$ cat src/rtl/core/sha1_pkg.sv
// Shared constants, command types and helpers of the SHA-1 hash engine.
package sha1_pkg;

	localparam int unsigned BlockBytes = 64;
	localparam int unsigned LenOffset  = 56;
	localparam int unsigned Rounds     = 80;

	localparam logic [31:0] H0_INIT = 32'h67452301;
	localparam logic [31:0] H1_INIT = 32'hEFCDAB89;
	localparam logic [31:0] H2_INIT = 32'h98BADCFE;
	localparam logic [31:0] H3_INIT = 32'h10325476;
	localparam logic [31:0] H4_INIT = 32'hC3D2E1F0;

	localparam logic [31:0] K_CH  = 32'h5A827999;
	localparam logic [31:0] K_PA1 = 32'h6ED9EBA1;
	localparam logic [31:0] K_MAJ = 32'h8F1BBCDC;
	localparam logic [31:0] K_PA2 = 32'hCA62C1D6;

	localparam logic [7:0] PAD_MARK = 8'h80;

	localparam logic [6:0] ROUND_LAST = 7'(Rounds - 1);
	localparam logic [5:0] CNT_LAST   = 6'(BlockBytes - 1);
	localparam logic [5:0] CNT_LEN    = 6'(LenOffset);

	typedef enum logic [1:0] {
		SRC_IN,
		SRC_MARK,
		SRC_ZERO,
		SRC_LEN
	} sha1_src_t;

	typedef struct packed {
		logic      shift_en;
		sha1_src_t byte_src;
		logic [2:0] len_idx;
		logic      count_bits;
		logic      round_start;
		logic      round_en;
		logic [6:0] round;
		logic      chain_add;
		logic      digest_load;
		logic      msg_clear;
	} sha1_cmd_t;

	function automatic logic [31:0] rotl1(input logic [31:0] x);
		return {x[30:0], x[31]};
	endfunction

	function automatic logic [31:0] rotl5(input logic [31:0] x);
		return {x[26:0], x[31:27]};
	endfunction

	function automatic logic [31:0] rotl30(input logic [31:0] x);
		return {x[1:0], x[31:2]};
	endfunction

endpackage

$ cat src/rtl/core/sha1_dp.sv
// Datapath: block shift register, round registers, chaining words, bit count, digest.
module sha1_dp (
	input  logic                clk,
	input  logic                arst_n,
	input  sha1_pkg::sha1_cmd_t cmd,
	input  logic [7:0]          data_byte,
	output logic [159:0]        digest
);

	logic [511:0] blk_q;
	logic [63:0]  bits_q;
	logic [31:0]  a_q, b_q, c_q, d_q, e_q;
	logic [31:0]  h_q [5];
	logic [159:0] digest_q;

	logic [7:0]  pad_byte;
	logic [5:0]  len_lsb;
	logic [31:0] w_t, w_new, f, k, t;

	assign len_lsb = {3'(3'd7 - cmd.len_idx), 3'b000};

	always_comb begin
		case (cmd.byte_src)
			sha1_pkg::SRC_IN:   pad_byte = data_byte;
			sha1_pkg::SRC_MARK: pad_byte = sha1_pkg::PAD_MARK;
			sha1_pkg::SRC_LEN:  pad_byte = bits_q[len_lsb +: 8];
			default:            pad_byte = 8'h00;
		endcase
	end

	assign w_t   = blk_q[511:480];
	assign w_new = sha1_pkg::rotl1(blk_q[95:64] ^ blk_q[255:224] ^ blk_q[447:416] ^ w_t);

	always_comb begin
		if (cmd.round < 7'd20) begin
			f = (b_q & c_q) | (~b_q & d_q);
			k = sha1_pkg::K_CH;
		end else if (cmd.round < 7'd40) begin
			f = b_q ^ c_q ^ d_q;
			k = sha1_pkg::K_PA1;
		end else if (cmd.round < 7'd60) begin
			f = (b_q & c_q) | (b_q & d_q) | (c_q & d_q);
			k = sha1_pkg::K_MAJ;
		end else begin
			f = b_q ^ c_q ^ d_q;
			k = sha1_pkg::K_PA2;
		end
		t = sha1_pkg::rotl5(a_q) + f + e_q + w_t + k;
	end

	always_ff @(posedge clk) begin
		if (cmd.shift_en) begin
			blk_q <= {blk_q[503:0], pad_byte};
		end else if (cmd.round_en) begin
			blk_q <= {blk_q[479:0], w_new};
		end
		if (cmd.round_start) begin
			a_q <= h_q[0];
			b_q <= h_q[1];
			c_q <= h_q[2];
			d_q <= h_q[3];
			e_q <= h_q[4];
		end else if (cmd.round_en) begin
			a_q <= t;
			b_q <= a_q;
			c_q <= sha1_pkg::rotl30(b_q);
			d_q <= c_q;
			e_q <= d_q;
		end
		if (cmd.digest_load) begin
			digest_q <= {h_q[4], h_q[3], h_q[2], h_q[1], h_q[0]};
		end
	end

	always_ff @(posedge clk or negedge arst_n) begin
		if (!arst_n) begin
			bits_q <= '0;
			h_q[0] <= sha1_pkg::H0_INIT;
			h_q[1] <= sha1_pkg::H1_INIT;
			h_q[2] <= sha1_pkg::H2_INIT;
			h_q[3] <= sha1_pkg::H3_INIT;
			h_q[4] <= sha1_pkg::H4_INIT;
		end else begin
			if (cmd.msg_clear) begin
				bits_q <= '0;
				h_q[0] <= sha1_pkg::H0_INIT;
				h_q[1] <= sha1_pkg::H1_INIT;
				h_q[2] <= sha1_pkg::H2_INIT;
				h_q[3] <= sha1_pkg::H3_INIT;
				h_q[4] <= sha1_pkg::H4_INIT;
			end else begin
				if (cmd.count_bits) begin
					bits_q <= bits_q + 64'd8;
				end
				if (cmd.chain_add) begin
					h_q[0] <= h_q[0] + a_q;
					h_q[1] <= h_q[1] + b_q;
					h_q[2] <= h_q[2] + c_q;
					h_q[3] <= h_q[3] + d_q;
					h_q[4] <= h_q[4] + e_q;
				end
			end
		end
	end

	assign digest = digest_q;

endmodule

$ cat src/rtl/core/sha1_ctrl.sv
// Controller: byte intake, padding sequence, round count and result handshake.
module sha1_ctrl (
	input  logic                clk,
	input  logic                arst_n,
	input  logic                in_valid,
	output logic                in_ready,
	input  logic                byte_valid,
	input  logic                is_last,
	output logic                out_valid,
	input  logic                out_ready,
	output sha1_pkg::sha1_cmd_t cmd
);

	typedef enum logic [2:0] {
		ST_IDLE,
		ST_ROUND,
		ST_ADD,
		ST_PAD,
		ST_DONE
	} state_t;

	state_t     state_q;
	logic [5:0] cnt_q;
	logic [6:0] rnd_q;
	logic       mark_q;
	logic       spill_q;
	logic       pend_q;
	logic       final_q;
	logic       ovalid_q;

	logic accept, take_in, blk_full, load_out;

	assign in_ready  = (state_q == ST_IDLE);
	assign out_valid = ovalid_q;
	assign accept    = in_valid && in_ready;
	assign take_in   = accept && byte_valid;
	assign blk_full  = cmd.shift_en && (cnt_q == sha1_pkg::CNT_LAST);
	assign load_out  = (state_q == ST_DONE) && (!ovalid_q || out_ready);

	always_comb begin
		cmd             = '0;
		cmd.byte_src    = sha1_pkg::SRC_IN;
		cmd.len_idx     = cnt_q[2:0];
		cmd.round       = rnd_q;
		cmd.count_bits  = take_in;
		cmd.shift_en    = take_in || (state_q == ST_PAD);
		cmd.round_start = blk_full;
		cmd.round_en    = (state_q == ST_ROUND);
		cmd.chain_add   = (state_q == ST_ADD);
		cmd.digest_load = load_out;
		cmd.msg_clear   = load_out;
		if (state_q == ST_PAD) begin
			if (!mark_q) begin
				cmd.byte_src = sha1_pkg::SRC_MARK;
			end else if (spill_q || (cnt_q < sha1_pkg::CNT_LEN)) begin
				cmd.byte_src = sha1_pkg::SRC_ZERO;
			end else begin
				cmd.byte_src = sha1_pkg::SRC_LEN;
			end
		end
	end

	always_ff @(posedge clk or negedge arst_n) begin
		if (!arst_n) begin
			state_q  <= ST_IDLE;
			cnt_q    <= '0;
			rnd_q    <= '0;
			mark_q   <= 1'b0;
			spill_q  <= 1'b0;
			pend_q   <= 1'b0;
			final_q  <= 1'b0;
			ovalid_q <= 1'b0;
		end else begin
			if (load_out) begin
				ovalid_q <= 1'b1;
			end else if (out_ready) begin
				ovalid_q <= 1'b0;
			end
			if (cmd.shift_en) begin
				cnt_q <= cnt_q + 6'd1;
			end
			case (state_q)
				ST_IDLE: begin
					if (blk_full) begin
						state_q <= ST_ROUND;
						rnd_q   <= '0;
						pend_q  <= is_last;
						final_q <= 1'b0;
					end else if (accept && is_last) begin
						state_q <= ST_PAD;
						pend_q  <= 1'b1;
					end
				end
				ST_PAD: begin
					if (!mark_q) begin
						mark_q <= 1'b1;
					end
					if (blk_full) begin
						state_q <= ST_ROUND;
						rnd_q   <= '0;
						final_q <= mark_q && !spill_q;
						spill_q <= 1'b0;
					end else if (!mark_q) begin
						spill_q <= (cnt_q >= sha1_pkg::CNT_LEN);
					end
				end
				ST_ROUND: begin
					rnd_q <= rnd_q + 7'd1;
					if (rnd_q == sha1_pkg::ROUND_LAST) begin
						state_q <= ST_ADD;
					end
				end
				ST_ADD: begin
					if (final_q) begin
						state_q <= ST_DONE;
					end else if (pend_q) begin
						state_q <= ST_PAD;
					end else begin
						state_q <= ST_IDLE;
					end
				end
				ST_DONE: begin
					if (load_out) begin
						state_q <= ST_IDLE;
						pend_q  <= 1'b0;
						mark_q  <= 1'b0;
						spill_q <= 1'b0;
						final_q <= 1'b0;
					end
				end
				default: begin
					state_q <= ST_IDLE;
				end
			endcase
		end
	end

	a_round_range: assert property (@(posedge clk) disable iff (!arst_n)
		(state_q == ST_ROUND) |-> (rnd_q <= sha1_pkg::ROUND_LAST))
		else $error("round counter beyond last round");

	a_pad_pending: assert property (@(posedge clk) disable iff (!arst_n)
		(state_q == ST_PAD) |-> pend_q)
		else $error("padding without a closed message");

	a_final_marked: assert property (@(posedge clk) disable iff (!arst_n)
		final_q |-> (mark_q && pend_q))
		else $error("length block without end marker");

	a_add_after_rounds: assert property (@(posedge clk) disable iff (!arst_n)
		(state_q == ST_ROUND) && (rnd_q == sha1_pkg::ROUND_LAST) |=> (state_q == ST_ADD))
		else $error("chain update missed after last round");

	a_done_only_final: assert property (@(posedge clk) disable iff (!arst_n)
		(state_q == ST_DONE) |-> (final_q && (cnt_q == 6'd0)))
		else $error("digest stage reached with block partly filled");

endmodule

$ cat src/rtl/core/sha1_hash_engine.sv
// Top level of the SHA-1 hash engine: byte stream in, 160-bit digest out.
//
// Input: one message byte per beat on s_axis. s_axis_tuser is the byte-valid
// flag; a beat with tuser low and tlast high closes the message without a
// byte, one with both low changes nothing. s_axis_tlast marks the final beat.
// Output: one beat per message on m_axis, the five digest words H0..H4 with
// H0 in the lowest 32 bits.
// Timing: byte beats are taken only while the core is idle. Each 64th byte
// starts a compression (80 rounds in one shared round unit plus the chaining
// update), during which no bytes are taken. After tlast the padding bytes are
// shifted in one per cycle up to the block end, followed by one or two
// compressions; the digest is then registered in the output register once
// that register is free.
// Reset: arst_n clears the controller, the bit count and loads the initial
// chaining words; the block is ready in the first cycle after release.
// Stall: the digest sits in an output register, so new bytes are taken while
// it waits; a second digest holds in the core until the first has left.
module sha1_hash_engine (
	input  logic         clk,
	input  logic         arst_n,
	input  logic         s_axis_tvalid,
	output logic         s_axis_tready,
	input  logic [7:0]   s_axis_tdata,  // [7:0] data_byte
	input  logic         s_axis_tuser,  // [0] byte_valid
	input  logic         s_axis_tlast,
	output logic         m_axis_tvalid,
	input  logic         m_axis_tready,
	output logic [159:0] m_axis_tdata   // digest_word0 .. digest_word4, 32 bits each
);

	sha1_pkg::sha1_cmd_t cmd;

	sha1_ctrl u_ctrl (
		.clk        (clk),
		.arst_n     (arst_n),
		.in_valid   (s_axis_tvalid),
		.in_ready   (s_axis_tready),
		.byte_valid (s_axis_tuser),
		.is_last    (s_axis_tlast),
		.out_valid  (m_axis_tvalid),
		.out_ready  (m_axis_tready),
		.cmd        (cmd)
	);

	sha1_dp u_dp (
		.clk       (clk),
		.arst_n    (arst_n),
		.cmd       (cmd),
		.data_byte (s_axis_tdata),
		.digest    (m_axis_tdata)
	);

endmodule

$ cat config.mk
export PLATFORM = sky130hd
export DESIGN_NAME = sha1_hash_engine
export DESIGN_NICKNAME = d
export VERILOG_FILES = /design/src/rtl/core/sha1_pkg.sv /design/src/rtl/core/sha1_dp.sv /design/src/rtl/core/sha1_ctrl.sv /design/src/rtl/core/sha1_hash_engine.sv
export SDC_FILE = /design/constraint.sdc
export NUM_CORES = 2
export LEC_CHECK = 0
export BUFFER_PORTS_ARGS = -buffer_cell sky130_fd_sc_hd__buf_2
export CAP_MARGIN = 20
export CORE_AREA = 8 8 233 459
export DETAILED_ROUTE_END_ITERATION = 8
export DIE_AREA = 0 0 241 467
export PLACE_DENSITY = 0.85
export SYNTH_ARGS = -nofsm -noshare
export SYNTH_HDL_FRONTEND = slang
export SYNTH_SLANG_ARGS = --single-unit
$ cat constraint.sdc
create_clock -name clk -period 7.4 [get_ports clk]
set_input_delay 0.37 -clock clk [delete_from_list [all_inputs] [get_ports clk]]
set_output_delay 0.37 -clock clk [all_outputs]
set_load 0.005 [all_outputs]
==> results.toml <==
[worst_setup_path]
path_class = "reg -> reg"
worstPathRequired_ns = 7.83
r2r-end = "u_dp.a_q[30]$_DFFE_PP_"
rr_worst_depth = 25
reg2reg_slack_ns = 0.66
arrival_ns = 7.17
end_kind = "flip-flop"
path_max_fanout = 24
slowest_delay_ns = 0.52
rr_startpoint = "u_ctrl.rnd_q[3]$_DFFE_PN0P_"
startpoint_type = "flip-flop"
cp_common_cell = "inv_1"
slowest_stage = "fa_1"

[logic_synthesis]
syn_avg_cell_area_um2 = 12.2
synth-main-ff-cell = "edfxtp_1"
syn_inst = 4676
yosysTopAreaCell = "edfxtp_1"
seq_area_frac_synth_pct = 54.5
synth-edff-count = 832
synthesis.nets = 5037
synth_area_leaders = "edfxtp_1 (44%), mux2_2 (9.6%), dfrtp_1 (7.1%)"
ys_warn_count = 0
synth_most_common_cell = "edfxtp_1"
synth-seq-cells = 1074
synth_top_area_share_pct = 43.7
synthArstFlopShare_pct = 22.5
netlist_top_cells_count = "edfxtp_1 (832), nand2_1 (592), mux2_2 (486)"
syn_area_um2 = 57100
netlist-cell-type-count = 89

[hold_path]
whs_path_depth = 3
min_from = "s_axis_tdata[1]"
min-delay-path-class = "in -> reg"
holdPathEnd = "u_dp.blk_q[1]$_DFFE_PP_"

[clocking]
clkSinkCount = 1074
hold_buffers = 3
cts_setup_buffers = 0
clock_path_buffers = 3
clkLatencyLatePin_ns = 0.71
postCtsResizedCells = 0
cts_buffers = 87
clk_pin_slew_ns = 0.08
cts_tree = "done"
clock-root-buffer = "clkbuf_16"
htree_num_levels = 3

[floorplanning]
die_x_um = 241
rows = 165
start_util_pct = 56.7
die_area_um2 = 113000
die_y_um = 467
core_um2 = 101000
io_pins = 176

[sta]
setup_viol_count_final = 0
tightest_slew_ns = 1.16
drv_slew = 0
setup_slack_ns = 0.660
grt_setup_unrepaired = "no"
fin_crit_sh_pct = 91.1
worst_clock_skew_ns = 0.0285
period_needed_ns = 6.74
finalSetupTns_ns = 0
finalHoldViolations = 0
maxSlewHeadroom_pct = 22.6
fmax_mhz = 148

[place]
pre_cts_slack_ns = 0.739
place.gp.congestion = 1.05
port_buffers = 175
hpwl_mm = 102
dpl_cell_area_um2 = 59400

[cells_and_area]
nFillCells = 7496
ff_latch_area_um2 = 31100
finish.instance_area_um2 = 62400
fin_nets = 5169
multi_input_area_um2 = 24500
fin_util_pct = 62.0
area_delta_synth_final_pct = 9.27
drive_gt1_share_pct = 20.1

[routing]
vias = 37700
drt_iter0_drc = 3265
drc = 0
drt-total-wl_mm = 143
antenna_left = 0
viasPerCell = 6.06
wl_per_cell_um = 23.0
firstDrtPassIters = 7

[global_routing]
overflow = 0
antenna_found_initial = 3
grt_usage_pct = 25.3
grt_max_degree = 192
grt_pass1_vias = 38500
grt_first_pass_wirelength_mm = 218

[status]
status = "finished clean"

[flow_run]
drv_cap = 0
stage by stage:
stage	hold slack [ns]	std cells
global route	0.134	6219
floorplan	0.0744	4676
detailed placement	0.487	6052
global placement	0.462	6052
CTS	0.0998	6218
finish	0.134	6222
cells in the final DEF, fill, tap and decap left out, drive strengths merged, types with 26 or more instances in the layout:
master	Yosys	final
nand2	593	593
xnor2	177	177
mux2	486	486
xor2	132	132
a21o	83	83
buf	43	220
ha	223	223
inv	212	219
nor3	44	44
nand2b	30	30
nand4	28	28
nand3	93	93
and3	35	35
dfstp	80	80
fa	124	124
nor2b	49	49
nor2	253	253
clkbuf	137	109
dfrtp	162	162
clkinv	0	26
edfxtp	832	832
o21ai	246	246
a21oi	272	272
worst max-delay path: cells and delay by family (launching register included):
| kind | cells | cell delay (ns) |
|---|---|---|
| DFF | 1 | 0.48 |
| and+or+nand+nor | 7 | 1.73 |
| adders and majority gates | 4 | 1.83 |
| AOI/OAI and AO/OA | 7 | 1.63 |
| xor gates and xnor gates | 1 | 0.13 |
| buffers and inverters | 6 | 0.65 |
cell families (layout without fill, tap and decap cells):
kind of cell	count (synthesis)	after routing	synth area share [%]
adder cells (fa/ha/maj)	347	347	9.23
other	0	4	0
AO/OA/AOI/OAI	834	834	9.03
multiplexers	513	513	10.3
buffers and inverters	392	598	2.67
XOR/XNOR	309	309	4.74
flip-flops	1074	1074	54.5
AND/OR/NAND/NOR	1207	1207	9.49
worst max path at each step:
stage / to / start / cells past startpoint
finish: u_dp.a_q[30]$_DFFE_PP_ / u_ctrl.rnd_q[3]$_DFFE_PN0P_ / 25
floorplan: u_dp.digest[0]$_DFFE_PP_ / u_ctrl.state_q[2]$_DFFE_PN0P_ / 5
detailed placement: u_dp.a_q[29]$_DFFE_PP_ / u_ctrl.rnd_q[3]$_DFFE_PN0P_ / 26
CTS: u_dp.a_q[29]$_DFFE_PP_ / u_ctrl.rnd_q[3]$_DFFE_PN0P_ / 26
global placement: u_dp.a_q[29]$_DFFE_PP_ / u_ctrl.rnd_q[3]$_DFFE_PN0P_ / 26
global route: u_dp.a_q[30]$_DFFE_PP_ / u_ctrl.rnd_q[3]$_DFFE_PN0P_ / 25
routing by layer:
layer	up-vias	part of all wire, %	global-route usage, %	wire length (um)
li1	17100	-	-	-
met1	18500	33	26.6	47800
met2	1558	51	44.7	73600
met3	484	6.0	3.48	8650
met4	2	9.1	19.9	13100
met5	-	0.0077	0	11
registers in the layout, summed over array words and instances (netlist names), 6 cells and up:
register	count
u_ctrl.cnt_q	6
u_ctrl.rnd_q	7
u_dp.digest	160
u_dp.bits_q	61
u_dp.a_q	32
u_dp.h_q	160
u_dp.e_q	32
u_dp.blk_q	512
u_dp.c_q	32
u_dp.d_q	32
u_dp.b_q	32
final cells by class:
cell class,count,area share [%]
Tap cell,1336,2.68
Antenna cell,4,0.0160
Clock inverter,54,1.01
Multi-Input combinational cell,3210,39.3
Clock buffer,109,3.70
Inverter,212,1.29
Timing Repair Buffer,223,2.15
Sequential cell,1074,49.9
Power is left out: the tool's default activity adds up to more than one toggle a clock period on the data nets, which glitch-free logic cannot reach.
